## config.mk

```make
export PLATFORM = sky130hd
export DESIGN_NAME = idmf_ctrl
export DESIGN_NICKNAME = d
export VERILOG_FILES = /design/src/hw/rtl/idmf_pkg.sv /design/src/hw/rtl/idmf_ctrl.sv
export VERILOG_INCLUDE_DIRS = /design/src /design/src/hw/rtl
export SDC_FILE = /design/constraint.sdc
export NUM_CORES = 1
export LEC_CHECK = 0
export BUFFER_PORTS_ARGS = -buffer_cell sky130_fd_sc_hd__buf_2
export CAP_MARGIN = 0
export CORE_AREA = 2 2 39 41
export DETAILED_ROUTE_END_ITERATION = 16
export DIE_AREA = 0 0 41 43
export GPL_TIMING_DRIVEN = 0
export MAX_ROUTING_LAYER = met4
export SYNTH_ARGS = -nofsm -noshare
export SYNTH_HDL_FRONTEND = slang
export SYNTH_SLANG_ARGS = --single-unit
export TNS_END_PERCENT = 1
```

## constraint.sdc

```tcl
create_clock -name clk -period 1.75 [get_ports clk]
set_input_delay 0.35 -clock clk [delete_from_list [all_inputs] [get_ports clk]]
set_output_delay 0.35 -clock clk [all_outputs]
set_load 0.005 [all_outputs]
```

## src/hw/rtl/assert_macros.svh

```systemverilog
// Assertion helpers shared by the message FIFO modules.
// Each macro expects clk and rst_n in scope and is disabled during reset.
`ifndef ASSERT_MACROS_SVH
`define ASSERT_MACROS_SVH

// Invariant that holds at every clock edge.
`define IDMF_ASSERT(lbl, expr, msg) \
    lbl: assert property (@(posedge clk) disable iff (!rst_n) (expr)) else $error(msg);

// Same-cycle implication.
`define IDMF_ASSERT_IMPL(lbl, ante, cons, msg) \
    lbl: assert property (@(posedge clk) disable iff (!rst_n) (ante) |-> (cons)) else $error(msg);

// Next-cycle implication.
`define IDMF_ASSERT_NEXT(lbl, ante, cons, msg) \
    lbl: assert property (@(posedge clk) disable iff (!rst_n) (ante) |=> (cons)) else $error(msg);

`endif

```

## src/hw/rtl/idmf_pkg.sv

```systemverilog
// ----------------------------------------------------------------------------
// idmf_pkg
// Shared constants, codes and controller/datapath interface types of the
// message FIFO with in-place replacement by ID.
// ----------------------------------------------------------------------------
`default_nettype none

package idmf_pkg;

    localparam int CAPACITY  = 64;
    localparam int IDX_W     = $clog2(CAPACITY);
    localparam int CNT_W     = $clog2(CAPACITY + 1);
    localparam int ID_W      = 29;
    localparam int TIME_W    = 32;
    localparam int BYTE_W    = 8;
    localparam int NUM_BYTES = 8;
    localparam int BODY_W    = TIME_W + NUM_BYTES * BYTE_W;

    // Any code other than push and add-or-replace is a pop.
    typedef enum logic [1:0] {
        KIND_PUSH = 2'd0,
        KIND_ADD  = 2'd1,
        KIND_POP  = 2'd2
    } kind_t;

    typedef enum logic [2:0] {
        ST_APPENDED = 3'd0,
        ST_REPLACED = 3'd1,
        ST_DROPPED  = 3'd2,
        ST_POPPED   = 3'd3,
        ST_EMPTY    = 3'd4
    } result_t;

    typedef enum logic [1:0] {
        S_IDLE,
        S_SCAN,
        S_COMMIT
    } ctrl_state_t;

    typedef struct packed {
        logic accept;
        logic head_rd;
        logic scan_en;
        logic commit;
    } dp_cmd_t;

    typedef struct packed {
        logic is_add;
        logic scan_done;
        logic out_free;
    } dp_stat_t;

    function automatic logic [IDX_W-1:0] next_idx(input logic [IDX_W-1:0] idx);
        if (idx == IDX_W'(CAPACITY - 1))
        begin
            return '0;
        end
        return idx + IDX_W'(1);
    endfunction

endpackage

`default_nettype wire

```

## src/hw/rtl/idmf_ctrl.sv

```systemverilog
// ----------------------------------------------------------------------------
// idmf_ctrl
// Sequencer: accepts one transaction, runs the ID scan for add-or-replace,
// and commits the result once the output register is free.
// ----------------------------------------------------------------------------
`default_nettype none
`include "assert_macros.svh"

module idmf_ctrl (
    input  logic               clk,
    input  logic               rst_n,
    input  logic               in_valid,
    output logic               in_ready,
    input  idmf_pkg::dp_stat_t dp_stat,
    output idmf_pkg::dp_cmd_t  dp_cmd
);

    import idmf_pkg::*;

    ctrl_state_t state_reg;
    ctrl_state_t state_next;

    always_ff @(posedge clk or negedge rst_n)
    begin
        if (!rst_n)
        begin
            state_reg <= S_IDLE;
        end
        else
        begin
            state_reg <= state_next;
        end
    end

    always_comb
    begin
        state_next = state_reg;
        dp_cmd     = '0;
        in_ready   = 1'b0;
        unique case (state_reg)
            S_IDLE:
            begin
                in_ready       = 1'b1;
                // keep the head entry on the read port for a pop
                dp_cmd.head_rd = 1'b1;
                if (in_valid)
                begin
                    dp_cmd.accept = 1'b1;
                    state_next    = dp_stat.is_add ? S_SCAN : S_COMMIT;
                end
            end
            S_SCAN:
            begin
                dp_cmd.scan_en = 1'b1;
                if (dp_stat.scan_done)
                begin
                    state_next = S_COMMIT;
                end
            end
            S_COMMIT:
            begin
                if (dp_stat.out_free)
                begin
                    dp_cmd.commit = 1'b1;
                    state_next    = S_IDLE;
                end
            end
            default:
            begin
                state_next = S_IDLE;
            end
        endcase
    end

    `IDMF_ASSERT_NEXT(a_scan_exit, state_reg == S_SCAN && dp_stat.scan_done, state_reg == S_COMMIT, "scan end did not lead to commit")

endmodule

`default_nettype wire

```

==> results.md, run 1 <==
- WL/cell: just over 8 um
- Setup crit end kind: primary output
- Clock Sinks: 2
- Syn avg cell area: 9.563 sq um
- Clock latency on the worst-skew pair: approximately 0.23 ns
- Post-Syn Area: 133.9 sq um
- PortBufs: 10
- Setup TNS: 0 ns
- GPL Wtd Cong: 0.5444
- Worst hold endpoint: state_reg[0]
- Non-Filler Instances: between 40 and 50
- Global-route wire length before repair: between 500 and 600 um
- Die area: approximately 1800 sq um
- Slew margin rel.: 87.44%
- Final min period: 1.431 ns
- CTS H-tree lvls: 1
- Max Cap Viol: 0
- Pre-CTS WS: 0.5673 ns
- Setup slack, reg-to-reg: approximately 0.73 ns
- Initial core utilization: 9.674%
- Layout cells sized above 1: 57.14%
- Fin. max-slew vios: 0
- Placed Instances: 40
- CORE AREA: 1384 sq um
- Fillcell total: 160
- I/O pin cnt: 11
- WP data required: 1.40 ns
- Synth Register Bits: 2
- Die Span Y: 43 um
- WP data arrival: 1.08 ns
- Root Driver: clkbuf_4
- Cells after Synth: 14
- CTS tree: built
- FF-to-FF End: state_reg[1]
- Worst hold start: dp_stat[1]
- Hold depth: 3
- Worst-Margin Slew: 0.1883 ns
- Antenna violations before repair: 0
- Maximum VDD drop: 0.1812 mV
- GR Overflow Total: 0
- Post-route antenna net violation count: 0
- P_leak: 0.1175 nW
- Final-stage net count: 36
- Reg2Reg Launch Point: state_reg[0]
- Post-CTS Setup Repair Bufs: 0
- Sequential fraction of the synthesis area: 37.38%
- Via count: 147
- Crit-path max FO: 6
- DRT iter0 DRCs: 0
- Setup Crit Path Kind: reg2out
- Worst r2r path cells: 2
- Vias in the first global route: 172
- Clock Pin Slew Worst Setup and Hold Paths: 0.03 ns
- Total track usage: 5.236%
- Count of final setup violators: 0
- Hold Vio Cnt, Final: 0
- Pwr Density: 1441 nW/um^2
- RSZ-0062 raised after global routing: no
- Synthesized Nets: 20
- Final worst slack: 0.3191 ns
- TritonCTS Buffers: 3
- Drt first pass iters: 1
- Clock Tree Buf Depth: 2
- Setup Skew: 0.002410 ns
- Drc violations: 0
- Maximum clock rate: 698.9 MHz
- Library cells used by synthesis: 12
- Ys Warns: 0
- Fin crit share: 81.77%
- Multi-input logic area: 76.32 sq um
- Vias/cell: 3.341
- Final hold slack: 0.3870 ns
- Largest net degree at the start of global routing: 9
- Register area: around 50 sq um
- Min-Delay Path Class: in2reg
- Status: finished, final reports clean
- Critical Path Start Type: flop
- Largest register FFs: 2
- Final WL: 354 um
- # diodes: 0
- Die span in x: 41 um
- Layout area overhead: 76.64%
- Std-Cell Rows: 14
==> power breakdown <==
part / total, mW / switching, mW / internal, mW
Combinational: 0.141 / 0.0541 / 0.0870
Sequential: 0.0920 / 0.0278 / 0.0642
Clock: 0.108 / 0.0315 / 0.0761
==> synthesized netlist by cell type <==
| cell | instances | area [sq um] |
|---|---|---|
| or2b_1 | 1 | 7.510 |
| nor2b_1 | 1 | 6.260 |
| nand3b_1 | 1 | 7.510 |
| and3b_2 | 1 | 10.01 |
| buf_4 | 1 | 7.510 |
| dfrtp_1 | 2 | 50.05 |
| a21oi_2 | 1 | 8.760 |
| and2_1 | 1 | 6.260 |
| a21oi_1 | 2 | 10.01 |
| o21a_1 | 1 | 7.510 |
| nor2_1 | 1 | 3.750 |
| or3b_1 | 1 | 8.760 |
==> how the worst max path moves through the flow <==
| stage | startpoint | end | slack (ns) | cells after the start |
|---|---|---|---|---|
| 2_1_floorplan | state_reg[1] | dp_cmd[3] | 0.66 | 2 |
| 3_3_place_gp | state_reg[1] | dp_cmd[3] | 0.58 | 3 |
| 3_5_place_dp | state_reg[1] | dp_cmd[3] | 0.57 | 3 |
| 4_1_cts | state_reg[1] | dp_cmd[3] | 0.32 | 3 |
| 5_1_grt | state_reg[0] | dp_cmd[3] | 0.23 | 3 |
| 6_report | state_reg[1] | dp_cmd[3] | 0.32 | 3 |
==> stage by stage <==
| stage | power (mW) | utilization (%) | area [sq um] |
|---|---|---|---|
| floorplan | 0.1722 | - | 133.9 |
| global placement | 0.2298 | 14.74 | 203.9 |
| detailed placement | 0.2342 | 14.74 | 203.9 |
| CTS | 0.3487 | 17.09 | 236.5 |
| global route | 0.3669 | 17.09 | 236.5 |
| finish | 0.3407 | 17.09 | 236.5 |
==> kinds of logic after synthesis <==
family	Yosys count	synth area share, %
flip-flops	2	37.38
AND/OR/NAND/NOR	7	37.39
buffers and inverters	1	5.610
AO/OA/AOI/OAI	4	19.63
==> worst max-delay path: stages, from the launching register on <==
cell,delay (ns)
dfrtp_1,0.42
nor2_1,0.18
and2_1,0.14
buf_2,0.10
==> timing repair <==
action | CTS | global route
hold buffers | 1 | 0
resized for setup | 0 | 0
hold endpoints to repair | 2 | 0
==> area by class of cell <==
cell class / instances / share of cell area [%]
clock buffers: 3 / 9.524
repair buffers: 11 / 25.40
well taps: 16 / 8.466
flip-flops and latches: 2 / 21.16
multi-input cells: 11 / 32.28
plain buffers: 1 / 3.175
==> per-layer routing <==
metal	up-vias	routed length [um]	global-route usage [%]
met5	-	0	-
met1	62	114	3.834
met2	6	203	7.500
li1	77	-	-
met3	2	18	0
met4	0	18	10.00
==> cells in the final DEF (no fill, tap or decap) <==
master	n
a21oi_1	2
and2_1	1
clkbuf_4	3
dlygate4sd3_1	1
buf_4	1
dfrtp_1	2
a21oi_2	1
nand3b_1	1
or2b_1	1
and3b_2	1
or3b_1	1
buf_2	10
nor2b_1	1
o21a_1	1
nor2_1	1
Note: power is estimated with default switching activity, not from simulation.
==> run 2, diff against run 1 <==
--- a/config.mk
+++ b/config.mk
@@ -6,6 +6,7 @@
 export SDC_FILE = /design/constraint.sdc
 export NUM_CORES = 1
 export LEC_CHECK = 0
+export ABC_AREA = 1
 export BUFFER_PORTS_ARGS = -buffer_cell sky130_fd_sc_hd__buf_2
 export CAP_MARGIN = 0
 export CORE_AREA = 2 2 39 41
==> constraint.sdc (replaced) <==
create_clock -name clk -period 1.3 [get_ports clk]
set_input_delay 0.26 -clock clk [delete_from_list [all_inputs] [get_ports clk]]
set_output_delay 0.26 -clock clk [all_outputs]
set_load 0.005 [all_outputs]
==> results.md, run 2 <==
- Largest register FFs: 2 (unchanged)
- Critical Path Start Type: flop
- TritonCTS Buffers: 3 (unchanged)
- Count of final setup violators: 0 (unchanged)
- Cells after Synth: 23 (+9)
- Detailed placer's ending HPWL: 278.3 um
- Vias in the first global route: 157 (-8.7%)
- Psw: 0.1953 mW (+72%)
- Layout cells sized above 1: 56.76% (-0.39 points)
- DRT iter0 DRCs: 1 (+1)
- Pwr Density: 1944 nW/um^2 (+35%)
- Max incr delay on CP: 0.43 ns (about the same)
- Setup TNS: 0 ns (unchanged)
- Top_reg_cell synth: dfrtp_1
- Sequential fraction of the synthesis area: 35.09% (-2.3 points)
- Multi-input logic area: 75.07 sq um (-1.6%)
- Met1 Resource Use GR: 3.526% (-0.31 points)
- Mux cell area share after synthesis: 0% (unchanged)
- Die span in x: 41 um (unchanged)
- Library cells used by synthesis: 10 (-2)
- P_int: 0.3105 mW (+37%)
- Worst r2r path cells: 5 (+3)
- I/O pin cnt: 11 (unchanged)
- Drt first pass iters: 2 (+1)
- Ys async rst share: 100.0% (unchanged)
- Clock Sinks: 2 (unchanged)
- Final hold slack: 0.2747 ns (-0.1123 ns)
- Worst-Margin Slew: 0.1481 ns (-0.04026 ns)
- Setup crit end kind: primary output
- Final worst slack: 0.04829 ns (-0.2708 ns)
- Post-synthesis xor/xnor area fraction: 0% (unchanged)
- Clock Pin Slew Worst Setup and Hold Paths: 0.03 ns (about the same)
- P_leak: 0.1549 nW (+32%)
- Setup Skew: 0.0006287 ns (-0.001781 ns)
- Synthesized Nets: 29 (+45%)
- Clock latency on the worst-skew pair: 0.23 ns (about the same)
- Setup Crit Path Kind: reg2out
- # diodes: 0 (unchanged)
- Status: finished, final reports clean
- Setup slack, reg-to-reg: 0.36 ns (-0.37 ns)
- Die Span Y: 43 um (unchanged)
- Drc violations: 0 (unchanged)
- GR Util met2: 7.187% (-0.31 points)
- WL/cell: 7.358 um (-8.5%)
- GPL Wtd Cong: 0.6189 (+14%)
- Util after Layout: 18.81% (+1.7 points)
- Crit-path cells: nor3_1 -> buf_2
- Crit-path max FO: 5 (-1)
- Busiest grt layer: met4
- Largest family of logic cells by synthesized area: simple AND/OR/NAND/NOR gates
- Clock Tree Buf Depth: 2 (unchanged)
- PortBufs: 10 (unchanged)
- Most frequent cells after synthesis: nand2_1 (6), inv_1 (5)
- Final WL: 390 um (+10%)
- Synth Area in Adders: 0% (unchanged)
- Worst hold start: dp_stat[2]
- Largest net degree at the start of global routing: 6 (-3)
- Synth Register Bits: 2 (unchanged)
- Sw Share: 38.61% (+5.3 points)
- Reg2Reg Launch Point: state_reg[0]
- Final min period: 1.252 ns
- Compound-Gate Fraction of Synth Area: 0% (-20 points)
- Post-route antenna net violation count: 0 (unchanged)
- Ys Warns: 0 (unchanged)
- Max Cap Viol: 0 (unchanged)
- GR Overflow Total: 0 (unchanged)
- Final-stage net count: 45 (+25%)
- Maximum VDD drop: 0.3077 mV (+70%)
- Met3 Use GR: 3.141% (+3.1 points)
- Post-synthesis simple-gate area fraction: 43.86% (+6.5 points)
- Worst Path Buf+Inv: 1 (unchanged)
- Pre-CTS WS: 0.1520 ns (-0.4153 ns)
- WP data required: 1.04 ns (-0.36 ns)
- Comb pwr share: 45.2% (+3.8 points)
- Antenna violations before repair: 0 (unchanged)
- Initial core utilization: 10.31% (+0.63 points)
- Post-synth EDFFs: 0 (unchanged)
- Clock Power Share: 28.3% (-3.3 points)
- Fin crit share: 96.29%
- WP data arrival: 0.99 ns (-0.09 ns)
- Global-route wire length before repair: 531 um (+1.3%)
- Maximum clock rate: around 800 MHz
- Slowest cell on crit path: dfrtp_2
- Layout area overhead: 82.46%
- Area contributors post-synth: dfrtp_1 (35%), nand2_1 (16%), inv_1 (13%)
- Worst hold endpoint: state_reg[0]
- Root Driver: clkbuf_4
- Part of the power in registers: 26.5% (-0.5 points)
- FF-to-FF End: state_reg[1]
- Post-Syn Area: 142.6 sq um (+6.5%)
- Min-Delay Path Class: in2reg
- Std-Cell Rows: 14 (unchanged)
- Most common library cell in the layout ignoring fill and taps: buf_2
- Fin. max-slew vios: 0 (unchanged)
- Hold Vio Cnt, Final: 0 (unchanged)
- Design Power: 0.5058 mW (+48%)
- RSZ-0062 raised after global routing: yes
- CTS tree: built
- Dominant cell type by area after synthesis: dfrtp_1
- Most frequent cells in the layout: buf_2 (10), nand2_1 (6), inv_1 (5), clkbuf_4 (3)
- Syn avg cell area: 6.202 sq um (-35%)
- Top cell type's share of synthesized area: 35.09% (-2.3 points)
- Hold depth: 3 (unchanged)
- Register area: 52.55 sq um (+5.0%)
- CTS H-tree lvls: 1 (unchanged)
- Most common cell in the synthesized netlist: nand2_1
- Via count: 184 (+25%)
- Die area: 1763 sq um (unchanged)
- CP top delay family: flip-flops
- Total track usage: 5.653% (+0.42 points)
- CORE AREA: 1384 sq um (unchanged)
- Slew margin rel.: 90.05% (+2.6 points)
- Fillcell total: 167 (+4.4%)
- Vias/cell: 3.472 (+3.9%)
[run 2: cell types whose count changed after synthesis, moves of 2 or more]
cell / previous run / this run
nor3_1: 0 / 2
nand3_1: 0 / 2
inv_1: 0 / 5
nand2_1: 0 / 6
a21oi_1: 2 / 0
[run 2: worst max path at each step]
stage                  from        end  slack, ns  cells past startpoint
2_1_floorplan  state_reg[1]  dp_cmd[2]       0.27                      2
3_5_place_dp   state_reg[1]  dp_cmd[2]       0.15                      3
4_1_cts        state_reg[1]  dp_cmd[2]       0.01                      3
6_report       state_reg[1]  dp_cmd[3]       0.05                      2
5_1_grt        state_reg[1]  dp_cmd[0]      -0.03                      3
3_3_place_gp   state_reg[1]  dp_cmd[2]       0.18                      3
[run 2: layout make-up]
class	instances	area share [%]
multi-input cells	14	28.85
repair buffers	12	25.96
flip-flops and latches	2	20.19
clock buffers	3	8.654
inverters	6	8.654
well taps	16	7.692
[run 2: routing by layer]
| metal | share of wire (%) | vias to the layer above |
|---|---|---|
| met5 | 0 | - |
| met4 | 3.8 | 0 |
| met1 | 32 | 77 |
| met3 | 9.5 | 2 |
| met2 | 55 | 8 |
| li1 | - | 97 |
[run 2: per-stage QoR]
step,instance area [sq um],std cells
floorplan,142.6,23
global placement,212.7,49
global route,260.3,53
detailed placement,212.7,49
finish,260.3,53
CTS,254.0,53
[run 2: worst reg2reg max path, cell delays in order (launching register included)]
cell and delay [ns]:
dfrtp_2 0.44, nor2_4 0.13, buf_4 0.12, nand2_1 0.04
nand2_1 0.06, nor2_1 0.04
[run 2: timing repair]
action                                  in CTS  in global routing
cloned                                       0                  0
hold buffers                                 1                  0
endpoints found under the hold margin        2                  0
endpoints found under the setup margin       2                  4
buffers inserted                             0                  1
pin swaps                                    0                  1
resized for setup                            3                  2
[run 2: power by group through the flow]
stage	clock (mW)	sequential [mW]	combinational [mW]
after CTS	0.150	0.131	0.226
after global routing	0.163	0.138	0.262
after detailed placement	0	0.116	0.211
final	0.143	0.134	0.229
after global placement	0	0.115	0.210
after floorplan	0	0.111	0.132
[run 2: logic make-up (layout without fill, tap and decap cells)]
group / after synthesis / after routing
buffers and inverters: 7 / 21
flip-flops: 2 / 2
AND/OR/NAND/NOR: 14 / 14
==> run 3, diff against run 2 <==
--- a/config.mk
+++ b/config.mk
@@ -6,7 +6,6 @@
 export SDC_FILE = /design/constraint.sdc
 export NUM_CORES = 1
 export LEC_CHECK = 0
-export ABC_AREA = 1
 export BUFFER_PORTS_ARGS = -buffer_cell sky130_fd_sc_hd__buf_2
 export CAP_MARGIN = 0
 export CORE_AREA = 2 2 39 41
==> results.md, run 3 (same netlist as run 1, synthesis figures left out) <==
- Clock Power Share: 28.0% (-0.3 points)
- Maximum VDD drop: 0.2739 mV (-11%)
- Std-Cell Rows: 14 (unchanged)
- DRT iter0 DRCs: 0 (-1)
- Hold Vio Cnt, Final: 0 (unchanged)
- Final min period: 1.283 ns (+0.03095 ns)
- Status: finished, final reports clean
- WP data arrival: 1.02 ns (+0.03 ns)
- Fin crit share: 98.67% (+2.4 points)
- Maximum clock rate: 779.6 MHz (-2.4%)
- Clock Tree Buf Depth: 2 (unchanged)
- CTS tree: built
- GPL Wtd Cong: 0.5444 (-12%)
- PortBufs: 10 (unchanged)
- Pwr Density: 1968 nW/um^2 (+1.3%)
- Layout area overhead: 96.26%
- Global-route wire length before repair: 538 um (+1.3%)
- CTS H-tree lvls: 1 (unchanged)
- Via count: 150 (-18%)
- Die area: 1763 sq um (unchanged)
- Slew margin rel.: 89.62% (-0.43 points)
- Largest net degree at the start of global routing: 9 (+3)
- Sw Share: 33.14% (-5.5 points)
- Min-Delay Path Class: in2reg
- P_leak: 0.1253 nW (-19%)
- Final WL: 368 um (-5.6%)
- Multi-input logic area: 86.33 sq um (+15%)
- Root Driver: clkbuf_4
- Pre-CTS WS: 0.2073 ns (+0.05527 ns)
- P_int: 0.3458 mW (+11%)
- RSZ-0062 raised after global routing: yes
- Most frequent cells in the layout: buf_2 (9), clkbuf_4 (3), a21oi_1 (2), buf_4 (2), dfrtp_2 (2)
- Max incr delay on CP: 0.43 ns (about the same)
- Layout cells sized above 1: 72.41% (+16 points)
- Setup crit end kind: primary output
- Comb pwr share: 45.3% (about the same)
- Antenna violations before repair: 0 (unchanged)
- Slowest cell on crit path: dfrtp_2
- Critical Path Start Type: flop
- Setup Crit Path Kind: reg2out
- I/O pin cnt: 11 (unchanged)
- Design Area, Final: 262.8 sq um (+0.96%)
- GR Overflow Total: 0 (unchanged)
- Worst-Margin Slew: 0.1557 ns (+0.007632 ns)
- Clock Pin Slew Worst Setup and Hold Paths: 0.03 ns (about the same)
- Non-Filler Instances: 45 (-15%)
- Clock latency on the worst-skew pair: 0.23 ns (about the same)
- CORE AREA: 1384 sq um (unchanged)
- Vias in the first global route: 172 (+9.6%)
- Crit-path cells: nor2_4 -> and2_4 -> buf_6
- Fillcell total: 161 (-3.6%)
- # diodes: 0 (unchanged)
- Drc violations: 0 (unchanged)
- Die Span Y: 43 um (unchanged)
- WL/cell: 8.178 um (+11%)
- Design Power: 0.5172 mW (+2.3%)
- WP data required: 1.04 ns (about the same)
- Part of the power in registers: 26.8% (+0.3 points)
- Setup slack, reg-to-reg: 0.14 ns (-0.22 ns)
- Crit-path max FO: 6 (+1)
- Fin. max-slew vios: 0 (unchanged)
- Final-stage net count: 37 (-18%)
- Psw: 0.1714 mW (-12%)
- Initial core utilization: 9.674% (-0.63 points)
- Drt first pass iters: 1 (-1)
- Die span in x: 41 um (unchanged)
- Total track usage: 5.339% (-0.31 points)
- Largest register FFs: 2 (unchanged)
- Final worst slack: 0.01734 ns (-0.03095 ns)
- Post-route antenna net violation count: 0 (unchanged)
- Vias/cell: 3.333 (-4.0%)
- Register area: 52.55 sq um (unchanged)
- Count of final setup violators: 0 (unchanged)
- Placed Instances: 40 (-18%)
- TritonCTS Buffers: 3 (unchanged)
- Setup TNS: 0 ns (unchanged)
- Most common library cell in the layout ignoring fill and taps: buf_2
- Max Cap Viol: 0 (unchanged)
- Setup Skew: 0.001876 ns (+0.001247 ns)
- Placed cell area: 203.9 sq um (-4.1%)
- Clock Sinks: 2 (unchanged)
==> run 3: per-stage QoR <==
step / util [%] / hold WS (ns)
after floorplan: - / -0.03559
after global placement: 14.74 / 0.04656
after detailed placement: 14.74 / 0.04682
after CTS: 17.36 / 0.2927
after global routing: 18.99 / 0.3102
final: 18.99 / 0.2937
==> run 3: worst paths after layout <==
path / start / to / cells after the start
worst max register to register: state_reg[0] / state_reg[1] / 3
worst max-delay path: state_reg[0] / dp_cmd[3] / 3
worst min register to register: state_reg[1] / state_reg[0] / 1
max in group asynchronous: rst_n / state_reg[0] / 2
worst min-delay path: dp_stat[1] / state_reg[0] / 3
min in group asynchronous: rst_n / state_reg[1] / 2
==> run 3: cell type report <==
| type | count | share of cell area (%) |
|---|---|---|
| multi-input combinational | 11 | 32.86 |
| timing repair buffer | 12 | 28.10 |
| sequential | 2 | 20.00 |
| clock buffer | 3 | 8.571 |
| tap | 16 | 7.619 |
| buffer | 1 | 2.857 |
==> run 3: repair_timing <==
item | 4_1_cts | 5_1_grt
endpoints found under the setup margin | 2 | 3
gates resized for setup | 2 | 4
endpoints found under the hold margin | 2 | 0
buffers inserted | 0 | 1
hold buffers | 1 | 0
pin swaps | 0 | 1
==> run 3: power by group through the flow <==
stage                     clock network, mW  logic, mW  registers [mW]
after floorplan                           0      0.118           0.113
after global routing                  0.158      0.257           0.143
after detailed placement                  0      0.191           0.124
after global placement                    0      0.187           0.122
after CTS                             0.152      0.198           0.131
final                                 0.145      0.234           0.138
==> run 3: metal layers <==
| layer | track usage (%) | vias to the layer above | share of wire, % |
|---|---|---|---|
| met5 | - | - | 0 |
| met2 | 7.500 | 6 | 56 |
| met1 | 4.153 | 64 | 34 |
| li1 | - | 78 | - |
| met3 | 0 | 2 | 4.9 |
| met4 | 10.00 | 0 | 4.9 |
==> run 3: critical path, delay by kind of cell (launching register included) <==
family	cells	cell delay [ns]
DFF	1	0.43
buffers and inverters	1	0.08
and+or+nand+nor	2	0.28
